===== config.mk =====
export PLATFORM = sky130hd
export DESIGN_NAME = fsm_control
export DESIGN_NICKNAME = d
export VERILOG_FILES = /design/src/fsm_pkg.sv /design/src/fsm_control.sv
export SDC_FILE = /design/constraint.sdc
export NUM_CORES = 1
export LEC_CHECK = 0
export BUFFER_PORTS_ARGS = -buffer_cell sky130_fd_sc_hd__buf_2
export CAP_MARGIN = 10
export CORE_ASPECT_RATIO = 1.2
export CORE_MARGIN = 1.5
export CORE_UTILIZATION = 39
export DETAILED_ROUTE_END_ITERATION = 10
export PLACE_DENSITY = 0.78
export REMOVE_ABC_BUFFERS = 1
export SYNTH_ARGS = -nofsm -noshare
export SYNTH_HDL_FRONTEND = slang
export SYNTH_SLANG_ARGS = --single-unit

===== constraint.sdc =====
create_clock -name clock -period 2 [get_ports clock]
set_input_delay 0.1 -clock clock [delete_from_list [all_inputs] [get_ports clock]]
set_output_delay 0.1 -clock clock [all_outputs]
set_load 0.01 [all_outputs]

===== src/fsm_pkg.sv =====
package fsm_pkg;

   localparam int StackDepth = 128;
   localparam int AddrWidth = $clog2(StackDepth);
   localparam int CountWidth = $clog2(StackDepth + 1);

   localparam logic [4:0] OP_PUSH = 5'd0;
   localparam logic [4:0] OP_ADD = 5'd1;
   localparam logic [4:0] OP_SUB = 5'd2;
   localparam logic [4:0] OP_MUL = 5'd3;
   localparam logic [4:0] OP_DIV = 5'd4;
   localparam logic [4:0] OP_SWAP = 5'd5;
   localparam logic [4:0] OP_DUP = 5'd6;
   localparam logic [4:0] OP_DROP = 5'd7;
   localparam logic [4:0] OP_OVER = 5'd8;
   localparam logic [4:0] OP_ROT = 5'd9;
   localparam logic [4:0] OP_AND = 5'd10;
   localparam logic [4:0] OP_OR = 5'd11;
   localparam logic [4:0] OP_XOR = 5'd12;
   localparam logic [4:0] OP_NOT = 5'd13;
   localparam logic [4:0] OP_EQ = 5'd14;
   localparam logic [4:0] OP_LT = 5'd15;
   localparam logic [4:0] OP_GT = 5'd16;
   localparam logic [4:0] OP_DOT = 5'd17;
   localparam logic [4:0] OP_NOTEON = 5'd18;
   localparam logic [4:0] OP_NOTEOFF = 5'd19;
   localparam logic [4:0] OP_CC = 5'd20;
   localparam logic [4:0] OP_PANIC = 5'd21;

   localparam logic [1:0] KIND_STATUS = 2'd0;
   localparam logic [1:0] KIND_PRINT = 2'd1;
   localparam logic [1:0] KIND_MIDI = 2'd2;

   localparam logic [2:0] ERR_NONE = 3'd0;
   localparam logic [2:0] ERR_DIV_ZERO = 3'd1;
   localparam logic [2:0] ERR_PORT = 3'd2;
   localparam logic [2:0] ERR_CHANNEL = 3'd3;
   localparam logic [2:0] ERR_PITCH = 3'd4;
   localparam logic [2:0] ERR_VELOCITY = 3'd5;

   localparam logic [7:0] MSG_NOTE_ON = 8'h90;
   localparam logic [7:0] MSG_NOTE_OFF = 8'h80;
   localparam logic [7:0] MSG_CTRL = 8'hB0;
   localparam logic [6:0] CTRL_ALL_OFF = 7'd123;

   typedef enum logic [2:0] {
      ALU_A = 3'd0, ALU_ADD = 3'd1, ALU_SUB = 3'd2, ALU_AND = 3'd3,
      ALU_OR = 3'd4, ALU_XOR = 3'd5, ALU_NOT = 3'd6, ALU_CMP = 3'd7
   } alu_op_type;

   // Commands from controller to datapath.
   typedef struct packed {
      logic        pop;
      logic        peek;
      logic        push;
      logic [2:0]  push_sel;
      logic [1:0]  load_sel;
      logic        load;
      logic        clear_flags;
      logic        div_start;
      logic        mul_start;
   } dp_cmd_type;

   typedef struct packed {
      logic        read_valid;
      logic        div_busy;
      logic        mul_busy;
      logic        div_zero;
   } dp_status_type;

   localparam logic [2:0] PUSH_LIT = 3'd0;
   localparam logic [2:0] PUSH_ALU = 3'd1;
   localparam logic [2:0] PUSH_REG_A = 3'd2;
   localparam logic [2:0] PUSH_REG_B = 3'd3;
   localparam logic [2:0] PUSH_REG_C = 3'd4;

   localparam logic [1:0] LOAD_A = 2'd0;
   localparam logic [1:0] LOAD_B = 2'd1;
   localparam logic [1:0] LOAD_C = 2'd2;

endpackage


===== src/fsm_control.sv =====
module fsm_control
   import fsm_pkg::*;
(
   input  logic          clock,
   input  logic          reset,
   input  logic          req_valid,
   output logic          req_ready,
   input  logic [4:0]    req_operation,
   input  logic          port_open,
   input  dp_status_type status,
   output dp_cmd_type    cmd,
   output alu_op_type    alu_op,
   output logic          cmp_eq,
   output logic          cmp_swap,
   input  logic [31:0]   reg_a,
   input  logic [31:0]   reg_b,
   input  logic [31:0]   reg_c,
   output logic          emit,
   input  logic          emit_ready,
   output logic [1:0]    emit_kind,
   output logic [7:0]    emit_status,
   output logic [6:0]    emit_d1,
   output logic [6:0]    emit_d2,
   output logic [2:0]    emit_err,
   output logic          emit_last
);
   typedef enum logic [5:0] {
      ST_IDLE = 6'b000001, ST_POP = 6'b000010, ST_WAIT = 6'b000100,
      ST_EXEC = 6'b001000, ST_PUSH = 6'b010000, ST_EMIT = 6'b100000
   } state_type;

   state_type state_ff, state_in;
   logic [4:0] op_ff, op_in;
   logic [1:0] npop_ff, npop_in;   // operands still to pop
   logic [1:0] step_ff, step_in;   // push step
   logic [4:0] chan_ff, chan_in;
   logic [2:0] err_ff, err_in;

   logic [1:0] nops;
   logic [31:0] ch, num, val;
   logic ch_ok, num_ok, val_ok;
   logic [2:0] midi_err;
   logic [7:0] midi_base;

   always_comb begin
      unique case (req_operation)
         OP_ADD, OP_SUB, OP_MUL, OP_DIV, OP_SWAP, OP_AND, OP_OR, OP_XOR,
         OP_EQ, OP_LT, OP_GT, OP_OVER: nops = 2'd2;
         OP_ROT, OP_NOTEON, OP_NOTEOFF, OP_CC: nops = 2'd3;
         OP_DUP, OP_DROP, OP_NOT, OP_DOT: nops = 2'd1;
         default: nops = 2'd0;
      endcase
   end

   // Operands arrive top first: 3-pop ops fill C,B,A; 2-pop fill B,A; 1-pop fills A.
   assign ch = reg_a;
   assign num = reg_b;
   assign val = reg_c;
   assign ch_ok = ($signed(ch) >= 32'sd1) && ($signed(ch) <= 32'sd16);
   assign num_ok = num[31:7] == '0;
   assign val_ok = val[31:7] == '0;

   always_comb begin
      if (!port_open) midi_err = ERR_PORT;
      else if (!ch_ok) midi_err = ERR_CHANNEL;
      else if (op_ff != OP_CC && !num_ok) midi_err = ERR_PITCH;
      else if (op_ff == OP_NOTEON && !val_ok) midi_err = ERR_VELOCITY;
      else midi_err = ERR_NONE;
      if (op_ff == OP_NOTEON) midi_base = MSG_NOTE_ON;
      else if (op_ff == OP_NOTEOFF) midi_base = MSG_NOTE_OFF;
      else midi_base = MSG_CTRL;
   end

   always_comb begin
      state_in = state_ff;
      op_in = op_ff;
      npop_in = npop_ff;
      step_in = step_ff;
      chan_in = chan_ff;
      err_in = err_ff;
      cmd = '0;
      alu_op = ALU_A;
      cmp_eq = 1'b0;
      cmp_swap = 1'b0;
      req_ready = 1'b0;
      emit = 1'b0;
      emit_kind = KIND_STATUS;
      emit_status = 8'd0;
      emit_d1 = 7'd0;
      emit_d2 = 7'd0;
      emit_last = 1'b1;
      emit_err = err_ff;

      unique case (op_ff)
         OP_ADD: alu_op = ALU_ADD;
         OP_SUB: alu_op = ALU_SUB;
         OP_AND: alu_op = ALU_AND;
         OP_OR:  alu_op = ALU_OR;
         OP_XOR: alu_op = ALU_XOR;
         OP_NOT: alu_op = ALU_NOT;
         OP_EQ: begin
            alu_op = ALU_CMP;
            cmp_eq = 1'b1;
         end
         OP_LT: alu_op = ALU_CMP;
         OP_GT: begin
            alu_op = ALU_CMP;
            cmp_swap = 1'b1;
         end
         default: alu_op = ALU_A;
      endcase

      unique case (state_ff)
         ST_IDLE: begin
            req_ready = 1'b1;
            if (req_valid) begin
               op_in = req_operation;
               npop_in = nops;
               step_in = 2'd0;
               chan_in = 5'd0;
               err_in = ERR_NONE;
               cmd.clear_flags = 1'b1;
               state_in = (nops != 2'd0) ? ST_POP : ST_EXEC;
            end
         end
         ST_POP: begin
            // Top of stack goes to the register of the highest operand index.
            if (op_ff == OP_DUP) cmd.peek = 1'b1;
            else if (op_ff == OP_OVER && npop_ff == 2'd1) cmd.peek = 1'b1;
            else cmd.pop = 1'b1;
            cmd.load = 1'b1;
            cmd.load_sel = (npop_ff == 2'd3) ? LOAD_C :
                           (npop_ff == 2'd2) ? LOAD_B : LOAD_A;
            npop_in = npop_ff - 2'd1;
            state_in = ST_WAIT;
         end
         ST_WAIT: begin
            if (status.read_valid) state_in = (npop_ff != 2'd0) ? ST_POP : ST_EXEC;
         end
         ST_EXEC: begin
            unique case (op_ff)
               OP_ROT, OP_NOTEON, OP_NOTEOFF, OP_CC, OP_PANIC, OP_MUL, OP_DIV:
                  state_in = ST_PUSH;
               OP_DROP, OP_DOT: state_in = ST_EMIT;
               default: state_in = ST_PUSH;
            endcase
            if (op_ff == OP_NOTEON || op_ff == OP_NOTEOFF || op_ff == OP_CC) begin
               err_in = midi_err;
               state_in = ST_EMIT;
            end
            if (op_ff == OP_PANIC) begin
               if (!port_open) err_in = ERR_PORT;
               state_in = ST_EMIT;
            end
            if (op_ff == OP_DIV) begin
               if (status.div_zero) begin
                  err_in = ERR_DIV_ZERO;
                  state_in = ST_EMIT;
               end else cmd.div_start = 1'b1;
            end
            if (op_ff == OP_MUL) cmd.mul_start = 1'b1;
            if (op_ff > OP_PANIC) state_in = ST_EMIT;
         end
         ST_PUSH: begin
            if (op_ff == OP_DIV && status.div_busy) begin
               state_in = ST_PUSH;
            end else if (op_ff == OP_MUL && status.mul_busy) begin
               state_in = ST_PUSH;
            end else begin
               cmd.push = 1'b1;
               state_in = ST_EMIT;
               unique case (op_ff)
                  OP_PUSH: cmd.push_sel = PUSH_LIT;
                  OP_DUP: cmd.push_sel = PUSH_REG_A;
                  OP_DIV: begin
                     cmd.push_sel = PUSH_ALU;
                     cmd.div_start = 1'b1;
                  end
                  OP_MUL: begin
                     cmd.push_sel = PUSH_ALU;
                     cmd.mul_start = 1'b1;
                  end
                  OP_SWAP, OP_OVER: begin
                     // push b then a
                     cmd.push_sel = (step_ff == 2'd0) ? PUSH_REG_B : PUSH_REG_A;
                     if (step_ff == 2'd0) begin
                        step_in = 2'd1;
                        state_in = ST_PUSH;
                     end
                  end
                  OP_ROT: begin
                     // Rot pushes b, then c, then a.
                     unique case (step_ff)
                        2'd0: cmd.push_sel = PUSH_REG_B;
                        2'd1: cmd.push_sel = PUSH_REG_C;
                        default: cmd.push_sel = PUSH_REG_A;
                     endcase
                     if (step_ff != 2'd2) begin
                        step_in = step_ff + 2'd1;
                        state_in = ST_PUSH;
                     end
                  end
                  default: cmd.push_sel = PUSH_ALU;
               endcase
            end
         end
         ST_EMIT: begin
            emit = 1'b1;
            if (op_ff == OP_DOT) emit_kind = KIND_PRINT;
            if ((op_ff == OP_NOTEON || op_ff == OP_NOTEOFF || op_ff == OP_CC)
                && err_ff == ERR_NONE) begin
               emit_kind = KIND_MIDI;
               emit_status = midi_base | {4'd0, 4'(ch - 32'd1)};
               emit_d1 = num[6:0];
               emit_d2 = val[6:0];
            end
            if (op_ff == OP_PANIC && err_ff == ERR_NONE) begin
               emit_kind = KIND_MIDI;
               emit_status = MSG_CTRL | {4'd0, chan_ff[3:0]};
               emit_d1 = CTRL_ALL_OFF;
               emit_last = chan_ff == 5'd15;
            end
            if (emit_ready) begin
               if (!emit_last) chan_in = chan_ff + 5'd1;
               else state_in = ST_IDLE;
            end
         end
         default: state_in = ST_IDLE;
      endcase
   end

   always_ff @(posedge clock) begin
      if (reset) state_ff <= ST_IDLE;
      else state_ff <= state_in;
      op_ff <= op_in;
      npop_ff <= npop_in;
      step_ff <= step_in;
      chan_ff <= chan_in;
      err_ff <= err_in;
   end
endmodule

==> results of run 1 <==
-- state kept, by name, summed over array words and instances, names as in the netlist, named ones only --
signal and cells:
npop_ff 2, step_ff 2, chan_ff 5, state_ff 6
op_ff 5, emit_err 3
-- metal layers --
layer | GRT usage (%) | vias to the layer above
met5 | 0 | -
met4 | 7.744 | 0
met3 | 3.986 | 32
met2 | 50.00 | 234
met1 | 29.54 | 1599
li1 | - | 1582
-- through the flow --
stage	hold slack [ns]	setup WS [ns]	setup TNS [ns]	instances	util [%]
3_5_place_dp	0.3278	-0.1756	-3.392	578	61.60
4_1_cts	0.04084	-0.3067	-7.895	593	67.45
6_report	0.02606	-0.3422	-13.20	617	75.24
5_1_grt	0.03655	-0.4085	-15.62	617	75.24
2_1_floorplan	0.1691	-0.3946	-2.308	293	-
3_3_place_gp	0.3363	-0.1396	-1.899	578	61.60
-- cells in the mapped netlist, types with 3 or more instances --
cell      count
nand2_1      34
nor2_1       31
inv_1        19
nor4_1       19
a21oi_1      17
edfxtp_1     17
ha_1         12
nand3_1      11
nor3_1       11
nor2b_1      10
o21ai_0      10
and3_1        9
and2_1        8
dfxtp_1       8
clkbuf_1      7
a31oi_1       4
and3b_1       4
nand4_1       4
xor2_1        4
a21boi_0      3
buf_6         3
nor3b_1       3
o21a_1        3
-- cell families (layout without fill, tap and decap cells) --
family	Yosys count	count (layout)
flip-flops	25	25
XOR/XNOR	6	6
adder cells (fa/ha/maj)	12	12
other	1	1
buffers and inverters	33	265
multiplexers	2	2
AO/OA/AOI/OAI	63	63
AND/OR/NAND/NOR	163	163
-- cells in the final DEF, fill, tap and decap left out, drive strengths merged, types with 12 or more instances in the layout --
cell	n
nor4	19
buf	240
a21oi	17
nor3	12
edfxtp	17
inv	21
nand2	35
nor2	31
ha	12
-- area by class of cell --
cell class	instances	area [um^2]	share of cell area, %
multi-input combinational	247	1861	42.78
clock inverter	1	7.507	0.1726
inverter	21	93.84	2.158
clock buffer	3	41.29	0.9494
timing repair buffer	240	1573	36.16
sequential	25	673.1	15.48
tap	80	100.1	2.301
-- worst max-delay path by stage --
stage | end | cells after the start
after detailed placement | step_ff[1]$_SDFFCE_PN0P_ | 6
after global placement | chan_ff[2]$_SDFFCE_PN0P_ | 7
after CTS | emit_status[1] | 6
final | emit_status[4] | 8
after global routing | emit_d1[2] | 6
after floorplan | chan_ff[0]$_SDFFCE_PN0P_ | 6
-- timing repair --
action | in CTS | in global routing
pin swaps | 5 | 16
setup buffers | 11 | 25
resized for setup | 47 | 63
setup endpoints to repair | 52 | 58
-- power groups by stage --
stage | clock network [mW] | logic (mW) | registers (mW)
3_5_place_dp | 0 | 1.34 | 0.856
6_report | 0.326 | 2.09 | 0.872
5_1_grt | 0.346 | 2.21 | 0.887
4_1_cts | 0.317 | 1.59 | 0.853
2_1_floorplan | 0 | 0.620 | 0.903
3_3_place_gp | 0 | 1.30 | 0.847
==> results.py, run 1 <==
metrics = {
    "cells_and_area": {
        "drive_gt1_share_pct": 56.24,
        "final_nets": 660,
        "antenna_cells": 0,
        "fill_cells": 405,
        "fin_area_um2": 4349,
        "syn_to_final_growth_pct": 83.33,
    },
    "detailed_routing": {
        "route.layer.met1.wl_um": 3974,
        "wl_met2_um": 5621,
        "totalWireLength_um": 10810,
        "post_drt_wl_per_cell_um": 17.52,
        "viasPerCell": 5.587,
        "post-route-drc-count": 0,
        "drtIter0Drc": 236,
        "dr.pass1.iters": 5,
        "top_layer": "met4",
        "dr_wl_met3_um": 942,
        "via_count": 3447,
        "ant_nets": 0,
    },
    "power_and_ir_drop": {
        "p_leak_nw": 2.205,
        "comb_power_share_pct": 63.6,
        "p_per_area_nw_per_um2": 755.7,
        "p_sw_share_pct": 41.76,
        "power_frac_seq_pct": 26.5,
        "netSwitchingPower_mw": 1.373,
        "power_mw": 3.287,
        "ir_drop_v": 0.0005973,
        "p_int_mw": 1.914,
        "clkPwrFrac_pct": 9.9,
    },
    "logic_synthesis": {
        "syn-cell-area_um2": 2372,
        "synth.distinct_cells": 65,
        "synth_ff_type": "edfxtp_1",
        "synthArstFlopShare_pct": 0,
        "synth_seq_cells": 25,
        "yosys.area.top_type": "edfxtp_1",
        "yosysWarnings": 0,
        "synth-edff-count": 17,
        "synthSimpleGateAreaFrac_pct": 37.61,
        "synth_top_cell_area_share_pct": 21.52,
        "synth_top_family_by_area": "simple AND/OR/NAND/NOR gates",
        "yosys-mux-area-fraction_pct": 0.8966,
        "synth-xor-area-share_pct": 2.215,
        "syn_area_per_cell_um2": 7.778,
        "synth_area_leaders": "edfxtp_1, dfxtp_1, ha_1",
        "synth_fa_ha_area_share_pct": 6.329,
        "synth_compound_area_share_pct": 18.04,
        "syn_inst": 305,
        "seq_area_frac_synth_pct": 28.27,
    },
    "cts": {
        "cts_htree_levels": 1,
        "cts.sinks": 25,
        "clockRootBuffer": "clkbuf_8",
        "clkTransAtPathRegs_ns": 0.11,
        "cts_tree": "built",
        "postCtsHoldBufs": 0,
        "numCtsBuffers": 3,
        "clkLatencyLatePin_ns": 0.29,
        "cts.path.max_buffers": 2,
    },
    "grt": {
        "antenna_found_initial": 0,
        "grt_max_degree": 16,
        "grt_pass1_vias": 3055,
        "grt_pass1_wl_um": 13470,
        "overflow": 0,
        "grtUsageTotal_pct": 26.27,
    },
    "timing": {
        "fin_ws_ns": -0.3422,
        "drv_slew": 0,
        "fmax_ghz": 0.4270,
        "setup_viol": 57,
        "layout_min_cycle_time_ns": 2.342,
        "skew_ns": 0.01642,
        "grt_setup_unrepaired": "yes",
        "final_hold_viol_count": 0,
        "fin_crit_sh_pct": 117.1,
        "worst_pin_slew_ns": 0.6261,
        "max-slew-margin-rel_pct": 58.01,
    },
    "worst_setup_path": {
        "rr_startpoint": "state_ff[1]$_SDFFE_PP0P_",
        "critPathArrivalTime_ns": 2.24,
        "r2r_end": "state_ff[0]$_SDFFE_PP1P_",
        "critPathRequiredTime_ns": 1.90,
        "startpoint": "state_ff[1]$_SDFFE_PP0P_",
        "cp_cell_sequence": "or4_4, or3b_4, nor3_4, buf_4, buf_6, o21ai_4, nand2_4, buf_6",
        "cp_max_fo": 4,
        "ff2ff_setup_slack_ns": -0.33,
        "crit_top_cell": "buf_6",
        "cp-start-kind": "flop",
        "critical_path_class": "flop to primary output",
        "end_kind": "primary output",
        "cpPeakStageDelay_ns": 0.54,
        "reg2reg_depth": 8,
        "cp_slowest_cell": "or4_4",
        "path_buf_inv": 3,
        "cp_top_family": "simple AND/OR/NAND/NOR gates",
    },
    "job": {
        "drv_cap": 0,
    },
    "die": {
        "chipWidth_um": 74.20,
        "row_count": 30,
        "pin_count": 157,
        "fp.dieH_um": 88.44,
        "die_area_um2": 6561,
        "initial_core_util_pct": 41.04,
        "core_um2": 5781,
    },
    "outcome": {
        "status": "finished with violations",
        "violations": "negative setup slack",
    },
    "placement": {
        "placed_area_um2": 3561,
        "place_congestion": 0.8583,
        "portBuffers": 155,
        "dp_hpwl_um": 6702,
    },
    "hold_path": {
        "min_path_cells": 2,
        "min_path_type": "input port to flop",
        "holdPathEnd": "state_ff[2]$_SDFFE_PP0P_",
        "hold_start": "reset",
    },
}
Note: power is estimated with default switching activity, not from simulation.
==> run 2: changes to the inputs <==
--- a/config.mk
+++ b/config.mk
@@ -11,6 +11,7 @@
 export CORE_MARGIN = 1.5
 export CORE_UTILIZATION = 39
 export DETAILED_ROUTE_END_ITERATION = 10
+export GPL_TIMING_DRIVEN = 0
 export PLACE_DENSITY = 0.78
 export REMOVE_ABC_BUFFERS = 1
 export SYNTH_ARGS = -nofsm -noshare
==> results.py, run 2 (synthesized netlist as in run 1, its figures left out) <==
metrics = {
    "cts": {
        "cts_tree": "built",
        "clockRootBuffer": "clkbuf_8",
        "clkTransAtPathRegs_ns": 0.09,
        "cts.sinks": 25,
        "postCtsHoldBufs": 0,
        "cts.path.max_buffers": 2,
        "numCtsBuffers": 3,
        "clkLatencyLatePin_ns": 0.27,
        "cts_htree_levels": 1,
    },
    "power_and_ir_drop": {
        "p_leak_nw": 2.044,
        "power_mw": 3.015,
        "comb_power_share_pct": 59.2,
        "p_int_mw": 1.748,
        "p_sw_share_pct": 42.01,
        "power_frac_seq_pct": 30.3,
        "netSwitchingPower_mw": 1.267,
        "ir_drop_v": 0.0005406,
        "clkPwrFrac_pct": 10.5,
        "p_per_area_nw_per_um2": 734.9,
    },
    "die": {
        "chipWidth_um": 74.20,
        "pin_count": 157,
        "row_count": 30,
        "die_area_um2": 6561,
        "fp.dieH_um": 88.44,
        "initial_core_util_pct": 41.04,
        "core_um2": 5781,
    },
    "worst_setup_path": {
        "critPathArrivalTime_ns": 2.29,
        "cp-start-kind": "flop",
        "cp_top_family": "simple AND/OR/NAND/NOR gates",
        "critical_path_class": "flop to flop",
        "cp_num_cells": 7,
        "rr_startpoint": "state_ff[1]$_SDFFE_PP0P_",
        "startpoint": "state_ff[1]$_SDFFE_PP0P_",
        "cpPeakStageDelay_ns": 0.53,
        "cp_slowest_cell": "or4_4",
        "cp_max_fo": 5,
        "end_kind": "flop",
        "cp_cell_sequence": "or4_4, or3b_4, inv_4, buf_4, and3_4, inv_2, a21oi_4",
        "critPathRequiredTime_ns": 1.97,
        "r2r_end": "chan_ff[1]$_SDFFCE_PN0P_",
        "reg2reg_depth": 7,
        "ff2ff_setup_slack_ns": -0.32,
        "path_buf_inv": 3,
    },
    "placement": {
        "place_congestion": 0.8725,
        "placed_area_um2": 3173,
        "post-place-ws_ns": -0.5783,
        "dp_hpwl_um": 5997,
        "portBuffers": 155,
        "dp.cells": 528,
    },
    "grt": {
        "overflow": 0,
        "grtUsageTotal_pct": 26.79,
        "grt_max_degree": 16,
        "antenna_found_initial": 0,
        "grt_pass1_wl_um": 13830,
        "grt_pass1_vias": 2973,
    },
    "timing": {
        "final_hold_viol_count": 0,
        "setup_viol": 57,
        "tns_ns": -12.37,
        "layout_min_cycle_time_ns": 2.319,
        "drv_slew": 0,
        "fmax_ghz": 0.4312,
        "max-slew-margin-rel_pct": 65.10,
        "grt_setup_unrepaired": "yes",
        "fin_ws_ns": -0.3192,
        "fin_crit_sh_pct": 116.0,
        "skew_ns": 0.001928,
        "worst_pin_slew_ns": 0.5235,
    },
    "detailed_routing": {
        "ant_nets": 0,
        "viasPerCell": 5.589,
        "totalWireLength_um": 9801,
        "post_drt_wl_per_cell_um": 16.58,
        "post-route-drc-count": 0,
        "drtIter0Drc": 185,
        "dr.pass1.iters": 5,
        "via_count": 3303,
    },
    "hold_path": {
        "min_path_type": "input port to flop",
        "hold_start": "reset",
        "min_path_cells": 2,
        "holdPathEnd": "state_ff[2]$_SDFFE_PP0P_",
    },
    "cells_and_area": {
        "final_cell_mix": "buf_2, buf_4, nor2_1, nand2_1",
        "regMostFlops": "state_ff",
        "largest_register_ffs": 6,
        "fill_cells": 446,
        "top_regs": "state_ff x6, chan_ff x5, op_ff x5",
        "syn_to_final_growth_pct": 72.94,
        "antenna_cells": 0,
        "final_nets": 634,
        "drive_gt1_share_pct": 54.79,
        "final_cells": 591,
        "fin_area_um2": 4103,
        "final_common_cell": "buf_2",
    },
    "outcome": {
        "violations": "negative setup slack",
        "status": "finished with violations",
    },
    "job": {
        "drv_cap": 0,
    },
}
[run 2: changes by cell type in the layout (fill, tap and decap cells not counted), moves of 2 or more]
cell     before  now
buf_2       146  148
o21ai_1       0    4
nor2_1       30   26
nand2_4       5    3
inv_2         1    3
nor3_2        4    2
o21ai_4       2    0
dfxtp_4       0    2
buf_6        33   17
dfxtp_1       6    4
buf_4        60   47
nor2_4        0    4
[run 2: power by group through the flow]
stage / Sequential [mW] / Combinational (mW) / Clock, mW
6_report: 0.913 / 1.79 / 0.316
5_1_grt: 0.930 / 1.91 / 0.339
4_1_cts: 0.894 / 1.50 / 0.321
2_1_floorplan: 0.903 / 0.620 / 0
3_3_place_gp: 0.937 / 0.926 / 0
3_5_place_dp: 0.949 / 0.945 / 0
[run 2: what timing repair did]
item                                    CTS  global route
setup buffers                            36            26
resized for setup                        67            36
pin swaps                                15            22
endpoints found under the setup margin   61            60
[run 2: area by class of cell]
cell class              count  area, um^2  share of cell area [%]
inverters                  21       86.33                   2.104
repair buffers            214        1325                   32.30
flip-flops and latches     25       680.7                   16.59
clock buffers               3       41.29                   1.006
multi-input cells         247        1863                   45.41
well taps                  80       100.1                   2.440
clock inverters             1       6.256                  0.1525
[run 2: routing by layer]
layer  track usage, %  vias to the layer above  wire, um
met5                0                        -         0
met4            5.051                        0       364
met3            5.011                       46       981
met2            51.38                      228      4993
met1            30.39                     1497      3461
li1                 -                     1532         -
[run 2: per-stage QoR]
| step | util (%) | hold slack [ns] |
|---|---|---|
| 6_report | 70.97 | 0.05749 |
| 5_1_grt | 70.97 | 0.05234 |
| 4_1_cts | 65.56 | 0.04248 |
| 3_5_place_dp | 54.89 | 0.3320 |
| 3_3_place_gp | 54.89 | 0.3317 |
| 2_1_floorplan | - | 0.1691 |
[run 2: worst max path at each step]
stage | endpoint | slack, ns
6_report | chan_ff[1]$_SDFFCE_PN0P_ | -0.32
5_1_grt | emit_d1[2] | -0.40
4_1_cts | emit_status[1] | -0.37
3_5_place_dp | chan_ff[3]$_SDFFCE_PN0P_ | -0.58
3_3_place_gp | chan_ff[4]$_SDFFCE_PN0P_ | -0.57
2_1_floorplan | chan_ff[0]$_SDFFCE_PN0P_ | -0.39
